`src/rtl/wzsm_pkg.sv`:
```
`timescale 1ns / 1ps

package wzsm_pkg;

	localparam logic [1:0] MODE_RUN   = 2'd0;
	localparam logic [1:0] MODE_PROG  = 2'd1;
	localparam logic [1:0] MODE_QUERY = 2'd2;

	localparam logic [1:0] WEEKS_FIRST  = 2'd0;
	localparam logic [1:0] WEEKS_SECOND = 2'd1;
	localparam logic [1:0] WEEKS_BOTH   = 2'd2;

	localparam logic [19:0] DAY_SECONDS = 20'd86400;

	typedef enum logic [2:0] {
		ST_IDLE,
		ST_JOB,
		ST_RUN,
		ST_MASK,
		ST_FIN
	} state_t;

	typedef struct packed {
		logic [2:0]  day;
		logic [16:0] start;
		logic [1:0]  weeks;
	} run_entry_t;

	typedef struct packed {
		logic [3:0]  station;
		logic [15:0] delay;
		logic [15:0] length;
	} prog_entry_t;

	function automatic logic [19:0] week_seconds(input logic [16:0] tod, input logic [2:0] day);
		logic [19:0] base;
		base = 20'(day) * DAY_SECONDS;
		return base + 20'(tod);
	endfunction

endpackage

```
`src/rtl/weekly_zone_schedule_matcher.sv`:
```
`timescale 1ns / 1ps

// Weekly zone schedule matcher. Load items (mode 0 run slot, mode 1 station
// program) are taken while the matcher is idle; loads to a slot beyond the
// table are dropped. A query (mode 2) walks the tables held in two single-port
// memories, one entry per cycle: a pass over the programs for the job length,
// a pass over the runs until the first one whose window holds the current week
// time, and, if one does, a second pass over the programs for the station mask.
// While the result register is free, a query holds the input stalled until its
// result is loaded, less long when an early run matches or none does; a result
// still held downstream keeps the final load waiting longer. The result sits in
// an output register, so loads and the next query are taken while it waits.
// Both tables read as invalid right after reset.
module weekly_zone_schedule_matcher #(
	parameter int RUN_SLOTS     = 8,
	parameter int PROGRAM_SLOTS = 8,
	parameter int STATIONS      = 16
) (
	input  logic        clk,
	input  logic        arst_n,
	input  logic        in_valid,
	output logic        in_stall,
	input  logic [1:0]  mode,
	input  logic [2:0]  entry_index,
	input  logic        entry_valid,
	input  logic [2:0]  run_day,
	input  logic [16:0] run_time,
	input  logic [1:0]  run_weeks,
	input  logic [3:0]  station_number,
	input  logic [15:0] start_delay,
	input  logic [15:0] open_length,
	input  logic [16:0] now_time,
	input  logic [2:0]  now_day,
	input  logic        week_one,
	output logic        out_valid,
	input  logic        out_stall,
	output logic        run_active,
	output logic [2:0]  run_slot,
	output logic [15:0] station_mask,
	output logic [15:0] job_length
);

	localparam int RAW  = (RUN_SLOTS > 1) ? $clog2(RUN_SLOTS) : 1;
	localparam int PAW  = (PROGRAM_SLOTS > 1) ? $clog2(PROGRAM_SLOTS) : 1;
	localparam int MAXN = (RUN_SLOTS > PROGRAM_SLOTS) ? RUN_SLOTS : PROGRAM_SLOTS;
	localparam int CW   = $clog2(MAXN + 1);

	localparam logic [CW-1:0] RUN_N  = CW'(RUN_SLOTS);
	localparam logic [CW-1:0] PROG_N = CW'(PROGRAM_SLOTS);
	localparam logic [6:0]    RUN_L  = 7'(RUN_SLOTS);
	localparam logic [6:0]    PROG_L = 7'(PROGRAM_SLOTS);
	localparam logic [5:0]    STAT_L = 6'(STATIONS);

	wzsm_pkg::run_entry_t  run_mem [RUN_SLOTS];
	wzsm_pkg::prog_entry_t prog_mem [PROGRAM_SLOTS];

	logic [RUN_SLOTS-1:0]     run_vld_q;
	logic [PROGRAM_SLOTS-1:0] prog_vld_q;

	wzsm_pkg::state_t state_q, state_d;

	logic [CW-1:0] cnt_q;
	logic [CW-1:0] idx_s1;
	logic          rd_vld_s1;
	logic          run_v_s1;
	logic          prog_v_s1;
	wzsm_pkg::run_entry_t  run_rd_s1;
	wzsm_pkg::prog_entry_t prog_rd_s1;

	logic [19:0]         week_time_q;
	logic [1:0]          want_q;
	logic [15:0]         len_q;
	logic [15:0]         since_q;
	logic                active_q;
	logic [RAW-1:0]      slot_q;
	logic [STATIONS-1:0] mask_q;

	logic        accept;
	logic        run_we, prog_we, query_go;
	logic        issue, run_re, prog_re;
	logic [CW-1:0] scan_n;
	logic        last, hit, fin_load;
	logic [20:0] diff;
	logic [16:0] sum17;
	logic        week_ok;

	assign accept   = in_valid && !in_stall;
	assign run_we   = accept && (mode == wzsm_pkg::MODE_RUN) && ({4'b0, entry_index} < RUN_L);
	assign prog_we  = accept && (mode == wzsm_pkg::MODE_PROG) && ({4'b0, entry_index} < PROG_L);
	assign query_go = accept && (mode == wzsm_pkg::MODE_QUERY);

	assign sum17   = {1'b0, prog_rd_s1.delay} + {1'b0, prog_rd_s1.length};
	assign diff    = {1'b0, week_time_q} - {1'b0, wzsm_pkg::week_seconds(run_rd_s1.start,
		run_rd_s1.day)};
	assign week_ok = (run_rd_s1.weeks == want_q) || (run_rd_s1.weeks == wzsm_pkg::WEEKS_BOTH);
	assign hit     = (state_q == wzsm_pkg::ST_RUN) && rd_vld_s1 && run_v_s1 && week_ok &&
		!diff[20] && (diff[19:0] < {4'b0, len_q});
	assign scan_n  = (state_q == wzsm_pkg::ST_RUN) ? RUN_N : PROG_N;
	assign last    = rd_vld_s1 && (idx_s1 == scan_n - CW'(1));

	always_comb begin
		state_d  = state_q;
		in_stall = 1'b1;
		issue    = 1'b0;
		fin_load = 1'b0;
		unique case (state_q)
			wzsm_pkg::ST_IDLE: begin
				in_stall = 1'b0;
				if (in_valid && (mode == wzsm_pkg::MODE_QUERY)) begin
					state_d = wzsm_pkg::ST_JOB;
				end
			end
			wzsm_pkg::ST_JOB: begin
				issue = (cnt_q < PROG_N) && !last;
				if (last) begin
					state_d = wzsm_pkg::ST_RUN;
				end
			end
			wzsm_pkg::ST_RUN: begin
				issue = (cnt_q < RUN_N) && !last && !hit;
				if (hit) begin
					state_d = wzsm_pkg::ST_MASK;
				end else if (last) begin
					state_d = wzsm_pkg::ST_FIN;
				end
			end
			wzsm_pkg::ST_MASK: begin
				issue = (cnt_q < PROG_N) && !last;
				if (last) begin
					state_d = wzsm_pkg::ST_FIN;
				end
			end
			wzsm_pkg::ST_FIN: begin
				if (!out_valid || !out_stall) begin
					fin_load = 1'b1;
					state_d  = wzsm_pkg::ST_IDLE;
				end
			end
			default: begin
				state_d = wzsm_pkg::ST_IDLE;
			end
		endcase
		run_re  = issue && (state_q == wzsm_pkg::ST_RUN);
		prog_re = issue && (state_q != wzsm_pkg::ST_RUN);
	end

	always_ff @(posedge clk or negedge arst_n) begin
		if (!arst_n) begin
			state_q <= wzsm_pkg::ST_IDLE;
		end else begin
			state_q <= state_d;
		end
	end

	always_ff @(posedge clk or negedge arst_n) begin
		if (!arst_n) begin
			run_vld_q  <= '0;
			prog_vld_q <= '0;
			cnt_q      <= '0;
			rd_vld_s1  <= 1'b0;
			out_valid  <= 1'b0;
		end else begin
			if (run_we) begin
				run_vld_q[RAW'(entry_index)] <= entry_valid;
			end
			if (prog_we) begin
				prog_vld_q[PAW'(entry_index)] <= entry_valid;
			end
			rd_vld_s1 <= issue;
			if (state_d != state_q) begin
				cnt_q <= '0;
			end else if (issue) begin
				cnt_q <= cnt_q + CW'(1);
			end
			if (fin_load) begin
				out_valid <= 1'b1;
			end else if (!out_stall) begin
				out_valid <= 1'b0;
			end
		end
	end

	always_ff @(posedge clk) begin
		if (run_we) begin
			run_mem[RAW'(entry_index)] <= '{day: run_day, start: run_time, weeks: run_weeks};
		end
		if (run_re) begin
			run_rd_s1 <= run_mem[cnt_q[RAW-1:0]];
			run_v_s1  <= run_vld_q[cnt_q[RAW-1:0]];
		end
	end

	always_ff @(posedge clk) begin
		if (prog_we) begin
			prog_mem[PAW'(entry_index)] <= '{station: station_number, delay: start_delay,
				length: open_length};
		end
		if (prog_re) begin
			prog_rd_s1 <= prog_mem[cnt_q[PAW-1:0]];
			prog_v_s1  <= prog_vld_q[cnt_q[PAW-1:0]];
		end
	end

	always_ff @(posedge clk) begin
		idx_s1 <= cnt_q;
		if (query_go) begin
			week_time_q <= wzsm_pkg::week_seconds(now_time, now_day);
			want_q      <= week_one ? wzsm_pkg::WEEKS_FIRST : wzsm_pkg::WEEKS_SECOND;
			len_q       <= '0;
			mask_q      <= '0;
			active_q    <= 1'b0;
			slot_q      <= '0;
			since_q     <= '0;
		end
		if ((state_q == wzsm_pkg::ST_JOB) && rd_vld_s1 && prog_v_s1 && (sum17[15:0] > len_q)) begin
			len_q <= sum17[15:0];
		end
		if (hit) begin
			active_q <= 1'b1;
			slot_q   <= idx_s1[RAW-1:0];
			since_q  <= diff[15:0];
		end
		if ((state_q == wzsm_pkg::ST_MASK) && rd_vld_s1 && prog_v_s1 &&
			(prog_rd_s1.delay <= since_q) && ({1'b0, since_q} < sum17) &&
			({2'b0, prog_rd_s1.station} < STAT_L)) begin
			mask_q <= mask_q | (STATIONS'(1) << prog_rd_s1.station);
		end
		if (fin_load) begin
			run_active   <= active_q;
			run_slot     <= 3'(slot_q);
			station_mask <= 16'(mask_q);
			job_length   <= len_q;
		end
	end

endmodule

```
`config.mk`:
```
export PLATFORM = sky130hd
export DESIGN_NAME = weekly_zone_schedule_matcher
export DESIGN_NICKNAME = d
export VERILOG_FILES = /design/src/rtl/wzsm_pkg.sv /design/src/rtl/weekly_zone_schedule_matcher.sv
export SDC_FILE = /design/constraint.sdc
export NUM_CORES = 1
export LEC_CHECK = 0
export ABC_CLOCK_PERIOD_IN_PS = 5940
export BUFFER_PORTS_ARGS = -buffer_cell sky130_fd_sc_hd__buf_2
export CAP_MARGIN = 20
export CORE_MARGIN = 2
export CORE_UTILIZATION = 45
export CTS_CLUSTER_DIAMETER = 200
export DETAILED_ROUTE_END_ITERATION = 7
export PLACE_DENSITY = 0.61
export RECOVER_POWER = 50
export SYNTH_ARGS = -nofsm -noshare
export SYNTH_HDL_FRONTEND = slang
export SYNTH_SLANG_ARGS = --single-unit
```
`constraint.sdc`:
```
create_clock -name clk -period 5.94 [get_ports clk]
set_clock_uncertainty 0.15 [all_clocks]
set_input_delay 0.891 -clock clk [delete_from_list [all_inputs] [get_ports clk]]
set_output_delay 0.891 -clock clk [all_outputs]
set_load 0.01 [all_outputs]
```
Yosys cells after proc, flatten, opt, wreduce, memory -nomap -nowiden
Memories as Yosys holds them, arrays and structs flattened. A register that Yosys moved wholly into a read port is not among the register bits.
Cells that the tools add are included.
{"block": "word_totals", "inputBits": 89, "elab_cells": 121, "ramBits": 464, "ff_bits": 141, "memories": 2}
{"block": "classes", "bitwise_logic": 1, "n_addsub": 5, "magnitude_cmp": 8, "reduce_logical": 37, "eq_ne": 12, "mux": 33, "shift": 1, "n_mul": 2}
{"memory": "prog_mem", "depth": 8, "width": 36, "rd": 1, "rd_ports_with_merged_regs": 1, "write_ports": 1, "line_no": "weekly_zone_schedule_matcher.sv:55", "rtl": "wzsm_pkg::prog_entry_t prog_mem [PROGRAM_SLOTS];"}
{"memory": "run_mem", "depth": 8, "width": 22, "rd": 1, "rd_ports_with_merged_regs": 1, "write_ports": 1, "line_no": "weekly_zone_schedule_matcher.sv:54", "rtl": "wzsm_pkg::run_entry_t run_mem [RUN_SLOTS];"}
{"operator": "2-to-1 mux 16 bit", "count": 4}
{"operator": "adder 20 x 17 -> 20 bit", "count": 2}
{"operator": "multiplier 3 x 10 -> 13 bit (second input constant)", "count": 2}
{"operator": "logical AND 1 bit", "count": 23}
{"operator": "2-to-1 mux 3 bit", "count": 7}
{"operator": "subtractor 20 x 20 -> 21 bit", "count": 1}
{"operator": "less-than comparator 20 x 16 -> 1 bit", "count": 1}
{"operator": "adder 16 x 16 -> 17 bit", "count": 1}
{"operator": "less-than comparator 16 x 17 -> 1 bit", "count": 1}
{"operator": "bitwise mux 8 bit", "count": 2}
{"operator": "greater-than comparator 16 bit", "count": 1}
{"operator": "<= comparator 16 bit", "count": 1}
{"operator": "bitwise OR 16 bit", "count": 1}
{"operator": "left shift 1 x 4 -> 16 bit (first input constant)", "count": 1}
{"operator": "one-hot mux 3 bit (5 select lines)", "count": 1}
{"operator": "2-to-1 mux 1 bit", "count": 13}
{"operator": "less-than comparator 3 x 4 -> 1 bit (second input constant)", "count": 2}
{"operator": "2-to-1 mux 4 bit", "count": 2}
{"operator": "nonzero test 2 bit", "count": 4}
{"operator": "binary-select mux 1 bit (select 3 bit)", "count": 2}
{"operator": "equality test 3 x 2 -> 1 bit (second input constant)", "count": 2}
{"operator": "zero test 1 bit", "count": 5}
{"operator": "adder 4 x 1 -> 4 bit (second input constant)", "count": 1}
{"operator": "equality test 2 bit (second input constant)", "count": 2}
{"operator": "16 further kinds", "count": 17}

Longest topological paths before layout
{"block": "depth", "word_depth": 11, "depth_mapped": 27}

Worst setup path before layout
No wires, ideal clock.
{"block": "synth_path", "kind": "reg2reg", "startpoint": "register run_rd_s1[21] (netlist name)", "endpoint": "register run_rd_s1[0] (netlist name)", "stages_incl_launch_ff": 26, "required_ns": 5.387, "t_arrival_ns": 5.749, "path_buffers": 0, "setup_slack_ns": -0.362, "path_cell_list": "edfxtp_1 ha_1 inv_1 ha_1 ha_1 a21oi_1 o21bai_1 a21oi_1 o21bai_1 a21oi_1 xor2_1 ha_1 and4_1 a21boi_1 a211oi_2 o21a_4 xnor2_1 ha_1 and4_1 nand3_1 a21oi_1 a221o_1 nor4_4 a31oi_4 nand2_1 nor2_1"}
{"block": "synth_between", "elab_cells_between_ends": 11}
{"item": "multiplier 3 x 10 -> 13 bit", "line_no": "wzsm_pkg.sv:37", "rtl": "base = 20'(day) * DAY_SECONDS;"}
{"item": "adder 20 x 17 -> 20 bit", "line_no": "wzsm_pkg.sv:38", "rtl": "return base + 20'(tod);"}
{"item": "subtractor 20 x 20 -> 21 bit", "line_no": "weekly_zone_schedule_matcher.sv:93", "rtl": "assign diff = {1'b0, week_time_q} - {1'b0, wzsm_pkg::week_seconds(run_rd_s1.start,"}
{"item": "via diff[15]", "line_no": "weekly_zone_schedule_matcher.sv:83", "rtl": "logic [20:0] diff;"}
{"item": "less-than comparator 20 x 16 -> 1 bit", "line_no": "weekly_zone_schedule_matcher.sv:97", "rtl": "!diff[20] && (diff[19:0] < {4'b0, len_q});"}
{"item": "logical AND 1 bit", "line_no": "weekly_zone_schedule_matcher.sv:97"}
{"item": "zero test 1 bit", "line_no": "weekly_zone_schedule_matcher.sv:120", "rtl": "issue = (cnt_q < RUN_N) && !last && !hit;"}
{"item": "logical AND 1 bit", "line_no": "weekly_zone_schedule_matcher.sv:120"}
{"item": "one-hot mux 1 bit (2 select lines)", "line_no": "weekly_zone_schedule_matcher.sv:106", "rtl": "unique case (state_q)"}
{"item": "logical AND 1 bit", "line_no": "weekly_zone_schedule_matcher.sv:143", "rtl": "run_re = issue && (state_q == wzsm_pkg::ST_RUN);"}
{"item": "via run_re", "line_no": "weekly_zone_schedule_matcher.sv:80", "rtl": "logic issue, run_re, prog_re;"}
The timed path passes the listed nets, and every way through them passes these cells.
A chain may end at the register's enable or synchronous reset.

Final worst setup path
{"block": "layout_path", "startpoint": "register run_rd_s1[20] (netlist name)", "endpoint": "register cnt_q[0]"}
{"block": "layout_between", "elab_cells_between_ends": 15}
{"item": "multiplier 3 x 10 -> 13 bit (*)", "line_no": "wzsm_pkg.sv:37"}
{"item": "adder 20 x 17 -> 20 bit (*)", "line_no": "wzsm_pkg.sv:38"}
{"item": "subtractor 20 x 20 -> 21 bit (*)", "line_no": "weekly_zone_schedule_matcher.sv:93"}
{"item": "via diff[15]", "line_no": "weekly_zone_schedule_matcher.sv:83"}
{"item": "less-than comparator 20 x 16 -> 1 bit (*)", "line_no": "weekly_zone_schedule_matcher.sv:97"}
{"item": "logical AND 1 bit (*)", "line_no": "weekly_zone_schedule_matcher.sv:97"}
{"item": "2-to-1 mux 3 bit / zero test 1 bit (equally long branches)", "line_no": "weekly_zone_schedule_matcher.sv:121, weekly_zone_schedule_matcher.sv:120"}
{"item": "one-hot mux 3 bit (5 select lines) / logical AND 1 bit (equally long branches)", "line_no": "weekly_zone_schedule_matcher.sv:106, weekly_zone_schedule_matcher.sv:120"}
{"item": "inequality test 3 bit / one-hot mux 1 bit (2 select lines) (equally long branches)", "line_no": "weekly_zone_schedule_matcher.sv:170, weekly_zone_schedule_matcher.sv:106"}
{"item": "2-to-1 mux 4 bit / nonzero test 2 bit (equally long branches)"}
{"item": "end signal: assignment", "line_no": "weekly_zone_schedule_matcher.sv:173", "rtl": "cnt_q <= cnt_q + CW'(1);"}
{"item": "end: declaration", "line_no": "weekly_zone_schedule_matcher.sv:62", "rtl": "logic [CW-1:0] cnt_q;"}
The timed path passes the listed nets; every way through them passes the cells marked *.

==> run_results.csv <==
group,metric,value,unit
run_status,status,"finished with violations",
run_status,violations,"max-capacitance violations, max-slew violations",
cts,root_buffer,"clkbuf_16",
cells_and_area,layout-drive-gt1-share,22.0,%
yosys,syn_area,29000,um^2
power_and_ir_drop,leakage,11.5,nW
sta,fin_crit_sh,94.2,%
placed_design,globalplace.congestion,0.850,
die,core_area,63300,um^2
critical_path,crit_fanout,4,
yosys,ys.flop_type,"edfxtp_1",
sta,drv_slew,201,
placed_design,numPortBuffers,126,
global_route,grt_max_degree,65,
yosys,yosys_warnings,0,
route,detail_route.iter0.violations,1011,
cts,clk_pin_slew,0.06,ns
critical_path,r2r_cells,26,
cts,cts_tree,"built",
route,first_pass_iters,5,
die,die-height,258,um
cells_and_area,nets,2073,
critical_path,cp-start-kind,"register",
die,die_area,66400,um^2
cts,clk_latency,0.62,ns
route,totalWireLength,61400,um
yosys,synth_top_area_share,65.5,%
sta,relSlewSlack,-77.7,%
cts,clk_path_buf_depth,3,
yosys,ys_seq_area_share,68.0,%
sta,finalCriticalPeriod,5.59,ns
yosys,ys_ff_latch,662,
worst_hold_path,hp-class,"reg2reg",
global_route,grt_overflow,0,
yosys,synth_common_cells,"632 x edfxtp_1, 135 x ha_1, 120 x mux4_2",
global_route,groute.usage.overall,18.8,%
yosys,yosysMostFrequentCell,"edfxtp_1",
flow_run,max_cap_viol_count,5,
sta,rsz0062_at_grt,"false",
die,rows,92,
yosys,synth_fp_nets,1885,
power_and_ir_drop,p_per_area,504,nW/um^2
yosys,synth_top_area_cell,"edfxtp_1",
worst_hold_path,min_from,"cnt_q[3]",
route,wl_per_cell,22.4,um
cts,cts_hold_buf,0,
yosys,synth_enable_flop_cells,632,
yosys,synth_area_leaders,"edfxtp_1 66%, mux4_2 9.3%, ha_1 5.8%",
route,vias,15100,
worst_hold_path,hold_path_depth,0,
critical_path,crit_type,"reg2reg",
sta,finalSetupViolCount,0,
global_route,grt_pass1_wl,93800,um
critical_path,r2r-start,"run_rd_s1[20]",
placed_design,dp_hpwl,39400,um
cts,numCtsBuffers,68,
cells_and_area,postLayoutCoreUtil,52.4,%
sta,hold_viol_final,0,
route,viasPerCell,5.51,
route,drc_errors,0,
critical_path,ff2ff_setup_slack,0.35,ns
global_route,antenna_found_initial,9,
global_route,grt_pass1_vias,15400,
die,initial_utilization,45.7,%
die,io_pins,127,
power_and_ir_drop,ir_worst_vdd,0.244,mV
route,drtAntennaViolNets,0,
yosys,syn_inst,1657,
power_and_ir_drop,power,0.0167,W
die,die_w,258,um
yosys,async_flop_share,3.78,%
worst_hold_path,min_to,"idx_s1[3]",
cts,htreeDepth,3,
cells_and_area,area_growth,14.5,%
sta,tns,0,ns
critical_path,required,6.30,ns
critical_path,reg2reg_to,"cnt_q[0]",
critical_path,worstPathArrival,5.96,ns
cts,cts.sinks,662,
critical_path,cp-end-kind,"register",
yosys,avgSynthCellArea,17.5,um^2
sta,holdWs,0.255,ns
sta,tightest_slew,2.67,ns
sta,fmax,0.179,GHz
yosys,ys_types,87,
layer usage:
| layer | share of wire [%] | vias up | GRT usage, % |
|---|---|---|---|
| li1 | - | 6973 | - |
| met1 | 45 | 7692 | 26.9 |
| met2 | 48 | 363 | 29.7 |
| met3 | 5.6 | 88 | 3.51 |
| met4 | 1.8 | 12 | 5.31 |
| met5 | 0.13 | - | 0 |
registers in the layout (all words and copies together) (netlist names), 3 cells and up:
| name | cells |
|---|---|
| job_length | 16 |
| since_q | 16 |
| week_time_q | 20 |
| idx_s1 | 4 |
| slot_q | 3 |
| prog_mem | 288 |
| state_q | 3 |
| run_rd_s1 | 22 |
| run_mem | 176 |
| len_q | 16 |
| run_vld_q | 8 |
| cnt_q | 4 |
| station_mask | 16 |
| prog_vld_q | 8 |
| prog_rd_s1 | 36 |
| mask_q | 16 |
| run_slot | 3 |
repair_timing:
action	in CTS	in global routing
buffers inserted	1	2
pin swaps	5	21
gates resized for setup	5	15
cloned	1	0
endpoints found under the setup margin	42	70
report_power, final:
| group | total, W | internal [W] | leakage [nW] | switching [W] |
|---|---|---|---|---|
| clock network | 0.00432 | 0.00252 | 1.11 | 0.00180 |
| registers | 0.00609 | 0.00562 | 6.11 | 0.000463 |
| logic | 0.00631 | 0.00288 | 4.26 | 0.00343 |
| total | 0.0167 | 0.0110 | 11.5 | 0.00569 |
worst max-delay path by stage:
stage	startpoint	slack [ns]	end	cells after the start
floorplan	run_rd_s1[21]	0.07	since_q[0]	24
global placement	run_rd_s1[20]	0.1	run_rd_s1[20]	26
detailed placement	run_rd_s1[20]	0.003	run_rd_s1[10]	26
CTS	run_rd_s1[20]	0.02	cnt_q[0]	27
finish	run_rd_s1[20]	0.35	cnt_q[0]	26
global route	run_rd_s1[20]	0.03	cnt_q[2]	28
cell type report:
type	instances	area, um^2
clock buffers	73	1720
clock inverters	49	539
diodes	2	5.00
flip-flops and latches	662	19700
well taps	846	1060
multi-input cells	854	8920
repair buffers	168	853
inverters	91	342
fillers	5208	30200
logic make-up after synthesis:
logic type      Yosys count  share of synthesized area, %
compound gates          215                          5.09
xor+xnor                 51                          1.61
fa+ha+maj               139                          6.11
buf+inv                 142                          1.96
flops                   662                          68.0
mux                     202                          12.5
simple gates            246                          4.68
through the flow:
stage,cells,setup slack [ns],instance area [um^2]
2_1_floorplan,1657,0.0716,29000
3_3_place_gp,2615,0.0987,30900
3_5_place_dp,2616,0.00278,30900
4_1_cts,2740,0.0213,33200
5_1_grt,2745,0.0277,33100
6_report,2745,0.346,33100
critical path, stage by stage, from the launching register on:
cell	delay [ns]
edfxtp_1	0.43
inv_1	0.08
ha_1	0.22
inv_1	0.06
ha_2	0.28
ha_4	0.29
a21o_1	0.13
a21oi_2	0.07
o21bai_1	0.26
a21oi_1	0.13
xor2_1	0.16
ha_1	0.34
nand2_2	0.10
nor3_4	0.18
o211ai_1	0.14
o21a_4	0.25
xnor2_2	0.14
ha_1	0.31
and4_4	0.17
a221oi_2	0.23
nand4_1	0.12
a221o_1	0.33
nor4_4	0.25
a31oi_4	0.17
buf_12	0.16
o21ai_4	0.15
mux2i_1	0.20
placed cells by master, fill, tap and decap left out, types with 24 or more instances in the layout:
cell type,n
edfxtp_1,632
ha_1,133
mux4_2,120
clkbuf_1,106
inv_1,90
clkbuf_16,68
a21oi_1,61
mux2_2,55
nor2_1,46
nand2_1,37
buf_4,35
xnor2_1,34
o21ai_0,28
buf_2,28
nor3_1,24
(Power assumes the default switching activity.)
